===== src/hdl/qlrelu_pkg.sv =====
`timescale 1ns / 1ps
`default_nettype none
// ----------------------------------------------------------------------------
// Quantized leaky ReLU package
// Widths, register indexes, reset values and pipeline beat types.
// ----------------------------------------------------------------------------
package qlrelu_pkg;

  localparam int unsigned DataW    = 16;
  localparam int unsigned DiffW    = 17;
  localparam int unsigned AccW     = 32;
  localparam int unsigned ProdW    = 64;
  localparam int unsigned ShiftW   = 6;
  localparam int unsigned PosMultW = 31;
  localparam int unsigned CfgIdxW  = 3;
  localparam int unsigned CfgDataW = 32;

  typedef enum logic [CfgIdxW-1:0] {
    REG_IN_ZP     = 3'd0,
    REG_OUT_ZP    = 3'd1,
    REG_POS_MULT  = 3'd2,
    REG_POS_SHIFT = 3'd3,
    REG_NEG_MULT  = 3'd4,
    REG_NEG_SHIFT = 3'd5,
    REG_OUT_MIN   = 3'd6,
    REG_OUT_MAX   = 3'd7
  } cfg_reg_e;

  typedef struct packed {
    logic signed [DataW-1:0]  in_zero_point;
    logic signed [DataW-1:0]  out_zero_point;
    logic [PosMultW-1:0]      pos_multiplier;
    logic signed [ShiftW-1:0] pos_shift;
    logic signed [AccW-1:0]   neg_multiplier;
    logic signed [ShiftW-1:0] neg_shift;
    logic signed [DataW-1:0]  out_min;
    logic signed [DataW-1:0]  out_max;
  } cfg_t;

  localparam cfg_t CfgReset = '{
    in_zero_point:  16'sd0,
    out_zero_point: 16'sd0,
    pos_multiplier: 31'h4000_0000,
    pos_shift:      6'sd1,
    neg_multiplier: 32'sd0,
    neg_shift:      6'sd0,
    out_min:        -16'sd128,
    out_max:        16'sd127
  };

  localparam logic signed [AccW-1:0] AccMax = 32'sh7FFF_FFFF;
  localparam logic signed [AccW-1:0] AccMin = 32'sh8000_0000;

  typedef struct packed {
    logic signed [AccW-1:0] pre;
    logic signed [AccW-1:0] mult;
    logic [ShiftW-1:0]      rshift;
    logic                   last;
  } pre_beat_t;

  typedef struct packed {
    logic signed [ProdW-1:0] prod;
    logic                    ovf;
    logic [ShiftW-1:0]       rshift;
    logic                    last;
  } prod_beat_t;

  typedef struct packed {
    logic signed [AccW-1:0] high;
    logic [ShiftW-1:0]      rshift;
    logic                   last;
  } high_beat_t;

  typedef struct packed {
    logic signed [DataW-1:0] value;
    logic                    last;
  } out_beat_t;

endpackage
`default_nettype wire


===== src/hdl/qlrelu_cfg.sv =====
`timescale 1ns / 1ps
`default_nettype none
// ----------------------------------------------------------------------------
// Quantized leaky ReLU configuration registers
// Holds the zero points, scale factors and output range, written by index.
// ----------------------------------------------------------------------------
module qlrelu_cfg (
  input  wire logic                              clk_i,
  input  wire logic                              rst_ni,
  input  wire logic                              cfg_valid_i,
  output logic                                   cfg_ready_o,
  input  wire logic [qlrelu_pkg::CfgIdxW-1:0]    cfg_index_i,
  input  wire logic [qlrelu_pkg::CfgDataW-1:0]   cfg_data_i,
  output qlrelu_pkg::cfg_t                       cfg_o
);

  qlrelu_pkg::cfg_t cfg_d, cfg_q;

  assign cfg_ready_o = 1'b1;
  assign cfg_o       = cfg_q;

  always_comb begin
    cfg_d = cfg_q;
    if (cfg_valid_i) begin
      case (qlrelu_pkg::cfg_reg_e'(cfg_index_i))
        qlrelu_pkg::REG_IN_ZP:     cfg_d.in_zero_point  = cfg_data_i[qlrelu_pkg::DataW-1:0];
        qlrelu_pkg::REG_OUT_ZP:    cfg_d.out_zero_point = cfg_data_i[qlrelu_pkg::DataW-1:0];
        qlrelu_pkg::REG_POS_MULT:  cfg_d.pos_multiplier = cfg_data_i[qlrelu_pkg::PosMultW-1:0];
        qlrelu_pkg::REG_POS_SHIFT: cfg_d.pos_shift      = cfg_data_i[qlrelu_pkg::ShiftW-1:0];
        qlrelu_pkg::REG_NEG_MULT:  cfg_d.neg_multiplier = cfg_data_i[qlrelu_pkg::AccW-1:0];
        qlrelu_pkg::REG_NEG_SHIFT: cfg_d.neg_shift      = cfg_data_i[qlrelu_pkg::ShiftW-1:0];
        qlrelu_pkg::REG_OUT_MIN:   cfg_d.out_min        = cfg_data_i[qlrelu_pkg::DataW-1:0];
        qlrelu_pkg::REG_OUT_MAX:   cfg_d.out_max        = cfg_data_i[qlrelu_pkg::DataW-1:0];
        default: cfg_d = cfg_q;
      endcase
    end
  end

  always_ff @(posedge clk_i or negedge rst_ni) begin
    if (!rst_ni) begin
      cfg_q <= qlrelu_pkg::CfgReset;
    end else begin
      cfg_q <= cfg_d;
    end
  end

endmodule
`default_nettype wire


===== src/hdl/qlrelu_pipe_reg.sv =====
`timescale 1ns / 1ps
`default_nettype none
// ----------------------------------------------------------------------------
// Quantized leaky ReLU pipeline register
// One stage of beat storage with valid and stall; a bubble never blocks.
// ----------------------------------------------------------------------------
module qlrelu_pipe_reg #(
  parameter int unsigned Width = qlrelu_pkg::DataW
) (
  input  wire logic             clk_i,
  input  wire logic             rst_ni,
  input  wire logic             valid_i,
  output logic                  stall_o,
  input  wire logic [Width-1:0] data_i,
  output logic                  valid_o,
  input  wire logic             stall_i,
  output logic [Width-1:0]      data_o
);

  logic             valid_q;
  logic [Width-1:0] data_q;

  assign stall_o = valid_q & stall_i;
  assign valid_o = valid_q;
  assign data_o  = data_q;

  always_ff @(posedge clk_i or negedge rst_ni) begin
    if (!rst_ni) begin
      valid_q <= 1'b0;
    end else if (!stall_o) begin
      valid_q <= valid_i;
    end
  end

  always_ff @(posedge clk_i) begin
    if (!stall_o && valid_i) begin
      data_q <= data_i;
    end
  end

endmodule
`default_nettype wire


===== src/hdl/qlrelu_datapath.sv =====
`timescale 1ns / 1ps
`default_nettype none
// ----------------------------------------------------------------------------
// Quantized leaky ReLU datapath
// Four stages: pre-shift, multiply, rounding high half, rescale and clamp.
// ----------------------------------------------------------------------------
module qlrelu_datapath (
  input  wire logic                              clk_i,
  input  wire logic                              rst_ni,
  input  wire qlrelu_pkg::cfg_t                  cfg_i,
  input  wire logic                              in_valid_i,
  output logic                                   in_stall_o,
  input  wire logic signed [qlrelu_pkg::DataW-1:0] in_value_i,
  input  wire logic                              in_last_i,
  output logic                                   out_valid_o,
  input  wire logic                              out_stall_i,
  output logic signed [qlrelu_pkg::DataW-1:0]    out_value_o,
  output logic                                   out_last_o
);

  localparam int unsigned WideW = qlrelu_pkg::DiffW + qlrelu_pkg::AccW - 1;
  localparam int unsigned NudgeW = qlrelu_pkg::ProdW + 1;
  localparam int unsigned RoundW = qlrelu_pkg::AccW + 1;
  localparam int unsigned SumW   = RoundW + 2;
  localparam logic signed [NudgeW-1:0] Nudge = NudgeW'(1) <<< (qlrelu_pkg::AccW - 2);

  qlrelu_pkg::pre_beat_t  pre_d, pre_q;
  qlrelu_pkg::prod_beat_t prod_d, prod_q;
  qlrelu_pkg::high_beat_t high_d, high_q;
  qlrelu_pkg::out_beat_t  res_d, res_q;

  logic pre_valid, prod_valid, high_valid;
  logic pre_stall, prod_stall, high_stall;

  logic signed [qlrelu_pkg::DiffW-1:0]  diff;
  logic                                 neg_side;
  logic signed [qlrelu_pkg::ShiftW-1:0] shift;
  logic [qlrelu_pkg::ShiftW-2:0]        lshift;
  logic signed [WideW-1:0]              wide;
  logic                                 fits;

  logic signed [NudgeW-1:0]             acc;

  logic signed [RoundW-1:0]             x_ext;
  logic signed [RoundW-1:0]             floor_val;
  logic [RoundW-1:0]                    mask;
  logic [RoundW-1:0]                    rem;
  logic [RoundW-1:0]                    thr;
  logic                                 round_up;
  logic signed [SumW-1:0]               sum;
  logic signed [SumW-1:0]               min_ext;
  logic signed [SumW-1:0]               max_ext;
  logic signed [SumW-1:0]               clamped;

  always_comb begin
    diff     = {in_value_i[qlrelu_pkg::DataW-1], in_value_i}
             - {cfg_i.in_zero_point[qlrelu_pkg::DataW-1], cfg_i.in_zero_point};
    neg_side = diff[qlrelu_pkg::DiffW-1];
    shift    = neg_side ? cfg_i.neg_shift : cfg_i.pos_shift;
    lshift   = (!shift[qlrelu_pkg::ShiftW-1] && (shift != '0))
             ? shift[qlrelu_pkg::ShiftW-2:0] : '0;
    wide     = $signed({{(WideW-qlrelu_pkg::DiffW){diff[qlrelu_pkg::DiffW-1]}}, diff}) <<< lshift;
    fits     = (&wide[WideW-1:qlrelu_pkg::AccW-1]) | ~(|wide[WideW-1:qlrelu_pkg::AccW-1]);

    pre_d.pre    = fits ? wide[qlrelu_pkg::AccW-1:0]
                 : (wide[WideW-1] ? qlrelu_pkg::AccMin : qlrelu_pkg::AccMax);
    pre_d.mult   = neg_side ? cfg_i.neg_multiplier : {1'b0, cfg_i.pos_multiplier};
    pre_d.rshift = shift[qlrelu_pkg::ShiftW-1] ? qlrelu_pkg::ShiftW'(-shift) : '0;
    pre_d.last   = in_last_i;
  end

  qlrelu_pipe_reg #(.Width($bits(qlrelu_pkg::pre_beat_t))) u_pre_reg (
    .clk_i   (clk_i),
    .rst_ni  (rst_ni),
    .valid_i (in_valid_i),
    .stall_o (in_stall_o),
    .data_i  (pre_d),
    .valid_o (pre_valid),
    .stall_i (pre_stall),
    .data_o  (pre_q)
  );

  always_comb begin
    prod_d.prod   = $signed(pre_q.pre) * $signed(pre_q.mult);
    prod_d.ovf    = (pre_q.pre == qlrelu_pkg::AccMin) && (pre_q.mult == qlrelu_pkg::AccMin);
    prod_d.rshift = pre_q.rshift;
    prod_d.last   = pre_q.last;
  end

  qlrelu_pipe_reg #(.Width($bits(qlrelu_pkg::prod_beat_t))) u_prod_reg (
    .clk_i   (clk_i),
    .rst_ni  (rst_ni),
    .valid_i (pre_valid),
    .stall_o (pre_stall),
    .data_i  (prod_d),
    .valid_o (prod_valid),
    .stall_i (prod_stall),
    .data_o  (prod_q)
  );

  // Adding half an LSB and taking the floor matches the truncating divide
  // with a sign-dependent nudge for both signs of the product.
  always_comb begin
    acc           = $signed({prod_q.prod[qlrelu_pkg::ProdW-1], prod_q.prod}) + Nudge;
    high_d.high   = prod_q.ovf ? qlrelu_pkg::AccMax
                  : acc[qlrelu_pkg::AccW+qlrelu_pkg::AccW-2:qlrelu_pkg::AccW-1];
    high_d.rshift = prod_q.rshift;
    high_d.last   = prod_q.last;
  end

  qlrelu_pipe_reg #(.Width($bits(qlrelu_pkg::high_beat_t))) u_high_reg (
    .clk_i   (clk_i),
    .rst_ni  (rst_ni),
    .valid_i (prod_valid),
    .stall_o (prod_stall),
    .data_i  (high_d),
    .valid_o (high_valid),
    .stall_i (high_stall),
    .data_o  (high_q)
  );

  always_comb begin
    x_ext     = {high_q.high[qlrelu_pkg::AccW-1], high_q.high};
    floor_val = x_ext >>> high_q.rshift;
    mask      = (RoundW'(1) << high_q.rshift) - RoundW'(1);
    rem       = x_ext & mask;
    thr       = (mask >> 1) + RoundW'(high_q.high[qlrelu_pkg::AccW-1]);
    round_up  = rem > thr;
    min_ext   = SumW'(cfg_i.out_min);
    max_ext   = SumW'(cfg_i.out_max);
    sum       = SumW'(floor_val) + SumW'(round_up) + SumW'(cfg_i.out_zero_point);
    clamped   = sum;
    if (clamped < min_ext) begin
      clamped = min_ext;
    end
    if (clamped > max_ext) begin
      clamped = max_ext;
    end
    res_d.value = clamped[qlrelu_pkg::DataW-1:0];
    res_d.last  = high_q.last;
  end

  qlrelu_pipe_reg #(.Width($bits(qlrelu_pkg::out_beat_t))) u_res_reg (
    .clk_i   (clk_i),
    .rst_ni  (rst_ni),
    .valid_i (high_valid),
    .stall_o (high_stall),
    .data_i  (res_d),
    .valid_o (out_valid_o),
    .stall_i (out_stall_i),
    .data_o  (res_q)
  );

  assign out_value_o = res_q.value;
  assign out_last_o  = res_q.last;

  // Back-pressure reaches the input only when every stage holds a beat.
  a_stall_full: assert property (@(posedge clk_i) disable iff (!rst_ni)
    in_stall_o |-> (pre_valid && prod_valid && high_valid && out_valid_o))
    else $error("input stalled while the pipeline has a bubble");

  // A non-negative pre-shifted value only comes from the positive side.
  a_pos_mult: assert property (@(posedge clk_i) disable iff (!rst_ni)
    (pre_valid && !pre_q.pre[qlrelu_pkg::AccW-1]) |-> !pre_q.mult[qlrelu_pkg::AccW-1])
    else $error("negative multiplier paired with a non-negative operand");

  // The overflow flag marks exactly the product of two most-negative operands.
  a_ovf_prod: assert property (@(posedge clk_i) disable iff (!rst_ni)
    (prod_valid && prod_q.ovf) |->
      (prod_q.prod == (qlrelu_pkg::ProdW'(1) << (qlrelu_pkg::ProdW - 2))))
    else $error("overflow flag without the overflowing product");

endmodule
`default_nettype wire


===== src/hdl/quantized_leaky_relu.sv =====
`timescale 1ns / 1ps
`default_nettype none
// ----------------------------------------------------------------------------
// Quantized leaky ReLU
// Requantizes each sample with a sign-selected scale, adds the output zero
// point and clamps to the configured range.
//
//   Channel  Handshake               Beat contents
//   in       in_valid_i/in_stall_o   in_value_i, in_last_i
//   out      out_valid_o/out_stall_i out_value_o, out_last_o
//   cfg      cfg_valid_i/cfg_ready_o cfg_index_i, cfg_data_i
//
// One sample per cycle while the output does not stall; each sample passes
// through the four pipeline registers: pre-shift, multiply, rounding high
// half, and the output register.
// Reset empties the pipeline and loads the register defaults.
// An output stall holds the full stages from the output back to the first
// bubble and reaches in_stall_o only when all four stages are occupied.
// ----------------------------------------------------------------------------
module quantized_leaky_relu (
  input  wire logic                                clk_i,
  input  wire logic                                rst_ni,
  input  wire logic                                cfg_valid_i,
  output logic                                     cfg_ready_o,
  input  wire logic [qlrelu_pkg::CfgIdxW-1:0]      cfg_index_i,
  input  wire logic [qlrelu_pkg::CfgDataW-1:0]     cfg_data_i,
  input  wire logic                                in_valid_i,
  output logic                                     in_stall_o,
  input  wire logic signed [qlrelu_pkg::DataW-1:0] in_value_i,
  input  wire logic                                in_last_i,
  output logic                                     out_valid_o,
  input  wire logic                                out_stall_i,
  output logic signed [qlrelu_pkg::DataW-1:0]      out_value_o,
  output logic                                     out_last_o
);

  qlrelu_pkg::cfg_t cfg;

  qlrelu_cfg u_cfg (
    .clk_i       (clk_i),
    .rst_ni      (rst_ni),
    .cfg_valid_i (cfg_valid_i),
    .cfg_ready_o (cfg_ready_o),
    .cfg_index_i (cfg_index_i),
    .cfg_data_i  (cfg_data_i),
    .cfg_o       (cfg)
  );

  qlrelu_datapath u_datapath (
    .clk_i       (clk_i),
    .rst_ni      (rst_ni),
    .cfg_i       (cfg),
    .in_valid_i  (in_valid_i),
    .in_stall_o  (in_stall_o),
    .in_value_i  (in_value_i),
    .in_last_i   (in_last_i),
    .out_valid_o (out_valid_o),
    .out_stall_i (out_stall_i),
    .out_value_o (out_value_o),
    .out_last_o  (out_last_o)
  );

endmodule
`default_nettype wire

===== config.mk =====
export PLATFORM = sky130hd
export DESIGN_NAME = quantized_leaky_relu
export DESIGN_NICKNAME = d
export VERILOG_FILES = /design/src/hdl/qlrelu_pkg.sv /design/src/hdl/qlrelu_cfg.sv /design/src/hdl/qlrelu_pipe_reg.sv /design/src/hdl/qlrelu_datapath.sv /design/src/hdl/quantized_leaky_relu.sv
export SDC_FILE = /design/constraint.sdc
export NUM_CORES = 2
export LEC_CHECK = 0
export ABC_AREA = 1
export BUFFER_PORTS_ARGS = -buffer_cell sky130_fd_sc_hd__buf_2
export CAP_MARGIN = 20
export CORE_AREA = 2 2 316 318
export DETAILED_ROUTE_END_ITERATION = 6
export DIE_AREA = 0 0 318 320
export GPL_TIMING_DRIVEN = 0
export PLACE_DENSITY = 0.81
export SLEW_MARGIN = 20
export SYNTH_ARGS = -nofsm -noshare
export SYNTH_HDL_FRONTEND = slang
export SYNTH_SLANG_ARGS = --single-unit

===== constraint.sdc =====
create_clock -name clk_i -period 11.6 [get_ports clk_i]
set_input_delay 1.16 -clock clk_i [delete_from_list [all_inputs] [get_ports clk_i]]
set_output_delay 1.16 -clock clk_i [all_outputs]
set_load 0.01 [all_outputs]

==> flow_summary.json <==
{
  "setup_viol": 0,
  "synth_fp_nets": 8796,
  "syn_to_final_growth_pct": 7.94,
  "vias": 50700,
  "core.rowCount": 115,
  "dieArea_mm2": 0.102,
  "place_inst": 8694,
  "required_ps": 11930,
  "slowest_delay_ps": 490,
  "cts_sinks": 311,
  "wl_um": 196000,
  "async_flop_share_pct": 46.0,
  "slew-limit-headroom_pct": 15.2,
  "clock_latency_ps": 580,
  "period_needed_ps": 11370,
  "crit_path_end_kind": "flop",
  "synth-seq-area-share_pct": 14.8,
  "post-place-ws_ps": -2780,
  "fill_cells": 8329,
  "synth-seq-cells": 311,
  "final_layout_size_suffix_gt1_share_pct": 6.63,
  "syn-mean-instance-area_um2": 7.97,
  "die_h_um": 320,
  "rsz0062_at_grt": "yes",
  "fin_cells": 8819,
  "wire_per_inst_um": 22.2,
  "maxSlewViolCount": 0,
  "hold_viol": 0,
  "critPathMaxFanout": 8,
  "synth_top_flop_cell": "edfxtp_1",
  "criticalPathCategory": "flop to flop",
  "clk_pin_slew_ps": 70,
  "grtUsageTotal_pct": 38.8,
  "ys.warnings.count": 0,
  "grt_pass1_vias": 50900,
  "io_pins": 77,
  "tritoncts": "built",
  "initial_utilization_pct": 59.6,
  "coreArea_mm2": 0.0980,
  "io_buffers": 75,
  "multiInputGateArea_mm2": 0.0425,
  "crit_top_cell": "nand2_1",
  "antenna_found_initial": 6,
  "start_kind": "flop",
  "ys_types": 63,
  "syn_inst": 7328,
  "drc": 2,
  "clk_path_buf_depth": 3,
  "root_buffer": "clkbuf_16",
  "nets": 8973,
  "seq_area_mm2": 0.00865,
  "grt_max_degree": 105,
  "synth_area_mm2": 0.0584,
  "fin_setup_tns_ps": 0,
  "max_cap_violations": 0,
  "fin_ws_ps": 228,
  "grt_overflow": 0,
  "place.gp.congestion": 1.05,
  "cpMaxStageDelayCell": "edfxtp_1",
  "violations": "DRC",
  "dp_hpwl_um": 159000,
  "fmax_mhz": 87.9,
  "holdWs_ps": 417,
  "firstDrtPassIters": 7,
  "cp.arrival_ps": 11710,
  "ctsHtreeMaxLevel": 1,
  "tightest_slew_ps": 1270,
  "fin_crit_sh_pct": 98.0,
  "cts_hold_buf": 0,
  "routed_via_density": 5.75,
  "fin_skew_ps": 26.4,
  "ant_nets": 0,
  "outcome": "finished, violations left",
  "cts_buffers": 30,
  "drt-initial-drc-count": 5769,
  "grt_pass1_wl_um": 297000,
  "hold_path_class": "flop to flop",
  "synth_edf_count": 168,
  "die_w_um": 318
}
## per-stage QoR
stage / cell area (um^2) / utilization, %
after global placement: 60400 / 61.7
final: 63100 / 64.4
after detailed placement: 60500 / 61.8
after floorplan: 58400 / -
after CTS: 62100 / 63.4
after global routing: 63100 / 64.4
## placed cells by master, fill, tap and decap left out, drive strengths merged, types with 14 or more instances in the layout
cell type  instances
a21oi            227
a31oi             16
buf              195
clkbuf           343
clkinv            14
dfrtp            125
dfstp             18
edfxtp           168
fa              1074
ha               337
inv             1782
nand2           1877
nand3            163
nand4             60
nor2             319
nor3              63
nor4              32
o211ai            14
o21a              15
o21ai            393
or2               35
xnor2             59
xor2             124
## sequential cells by signal, summed over array words and instances (netlist names)
name,flops
u_cfg.cfg_o,139
u_datapath.u_high_reg.data_o,39
u_datapath.u_high_reg.valid_o,1
u_datapath.u_pre_reg.data_o,71
u_datapath.u_pre_reg.valid_o,1
u_datapath.u_prod_reg.data_o,41
u_datapath.u_prod_reg.valid_o,1
u_datapath.u_res_reg.data_o,17
u_datapath.u_res_reg.valid_o,1
## worst max-delay path: cells and delay by family (launching register included)
family	cells	cell delay [ps]
adder cells (fa/ha/maj)	6	1460
buffers and inverters	11	1190
AND/OR/NAND/NOR	32	4270
flip-flops	1	490
XOR/XNOR	4	650
AO/OA/AOI/OAI	19	3040
## Yosys cell counts, types with 6 or more instances
library cell / instances / area (um^2)
buf_1: 10 / 37.5
inv_1: 1773 / 6660
nor2_1: 312 / 1170
dfstp_2: 18 / 473
o21ai_0: 380 / 1900
dfrtp_1: 125 / 3130
o211ai_1: 14 / 105
edfxtp_1: 168 / 5040
a211oi_1: 9 / 67.6
or2_2: 33 / 206
fa_1: 1074 / 21500
a31oi_1: 16 / 100
buf_4: 6 / 45.0
buf_6: 10 / 113
o221ai_1: 9 / 78.8
a21boi_0: 6 / 45.0
o21ai_1: 10 / 50.1
xnor2_1: 59 / 517
xor2_1: 124 / 1090
o2111ai_1: 6 / 52.6
buf_2: 22 / 110
nand4_1: 59 / 369
nand2_2: 7 / 43.8
clkbuf_1: 308 / 1160
nand3_1: 160 / 801
mux2i_1: 6 / 60.1
nor3_1: 61 / 305
ha_1: 337 / 4220
nand2_1: 1870 / 7020
o21a_1: 15 / 113
nor4_1: 30 / 188
a21oi_1: 226 / 1130
## final timing paths
path	from	to	slack, ps	depth (start not counted)
min in group asynchronous	rst_ni	u_cfg.cfg_o[72]$_DFFE_PN0P_	470	1
hold reg to reg	u_datapath.u_pre_reg.data_o[0]$_DFFE_PP_	u_datapath.u_prod_reg.data_o[0]$_DFFE_PP_	420	0
setup reg to reg	u_datapath.u_high_reg.data_o[3]$_DFFE_PP_	u_datapath.u_res_reg.data_o[11]$_DFFE_PP_	230	72
max in group asynchronous	rst_ni	u_cfg.cfg_o[23]$_DFFE_PN1P_	10340	2
setup / recovery	u_datapath.u_high_reg.data_o[3]$_DFFE_PP_	u_datapath.u_res_reg.data_o[11]$_DFFE_PP_	230	72
hold / removal	u_datapath.u_pre_reg.data_o[0]$_DFFE_PP_	u_datapath.u_prod_reg.data_o[0]$_DFFE_PP_	420	0
## logic make-up after synthesis
group           after synthesis  synth area share (%)
xor+xnor                    183                  2.74
buf+inv                    2136                  13.9
mux                           6                 0.103
simple gates               2560                  17.7
flops                       311                  14.8
compound gates              720                  6.66
other cells                   1               0.00642
fa+ha+maj                  1411                  44.0
## repair_timing
action,in CTS,in global routing
cloned,1,4
endpoints found under the setup margin,16,16
setup buffers,26,34
resized for setup,101,193
pin swaps,25,83
## per-layer routing
| layer | wire length [um] | vias to the layer above | global-route usage, % |
|---|---|---|---|
| li1 | - | 22100 | - |
| met2 | 84600 | 3096 | 58.2 |
| met3 | 24800 | 695 | 10.3 |
| met5 | 13 | - | 0 |
| met4 | 14200 | 2 | 22.3 |
| met1 | 72200 | 24800 | 51.0 |
## area by class of cell
class	instances	share of cell area, %
multi-input cells	4881	67.4
diodes	3	0.0119
repair buffers	144	1.59
flip-flops and latches	311	13.7
inverters	1780	10.6
clock inverters	18	0.236
well taps	1287	2.55
repair inverters	1	0.0119
clock buffers	38	1.44
plain buffers	356	2.44
Power is left out: the tool's default activity adds up to more than one toggle a clock period on the data nets, which glitch-free logic cannot reach.
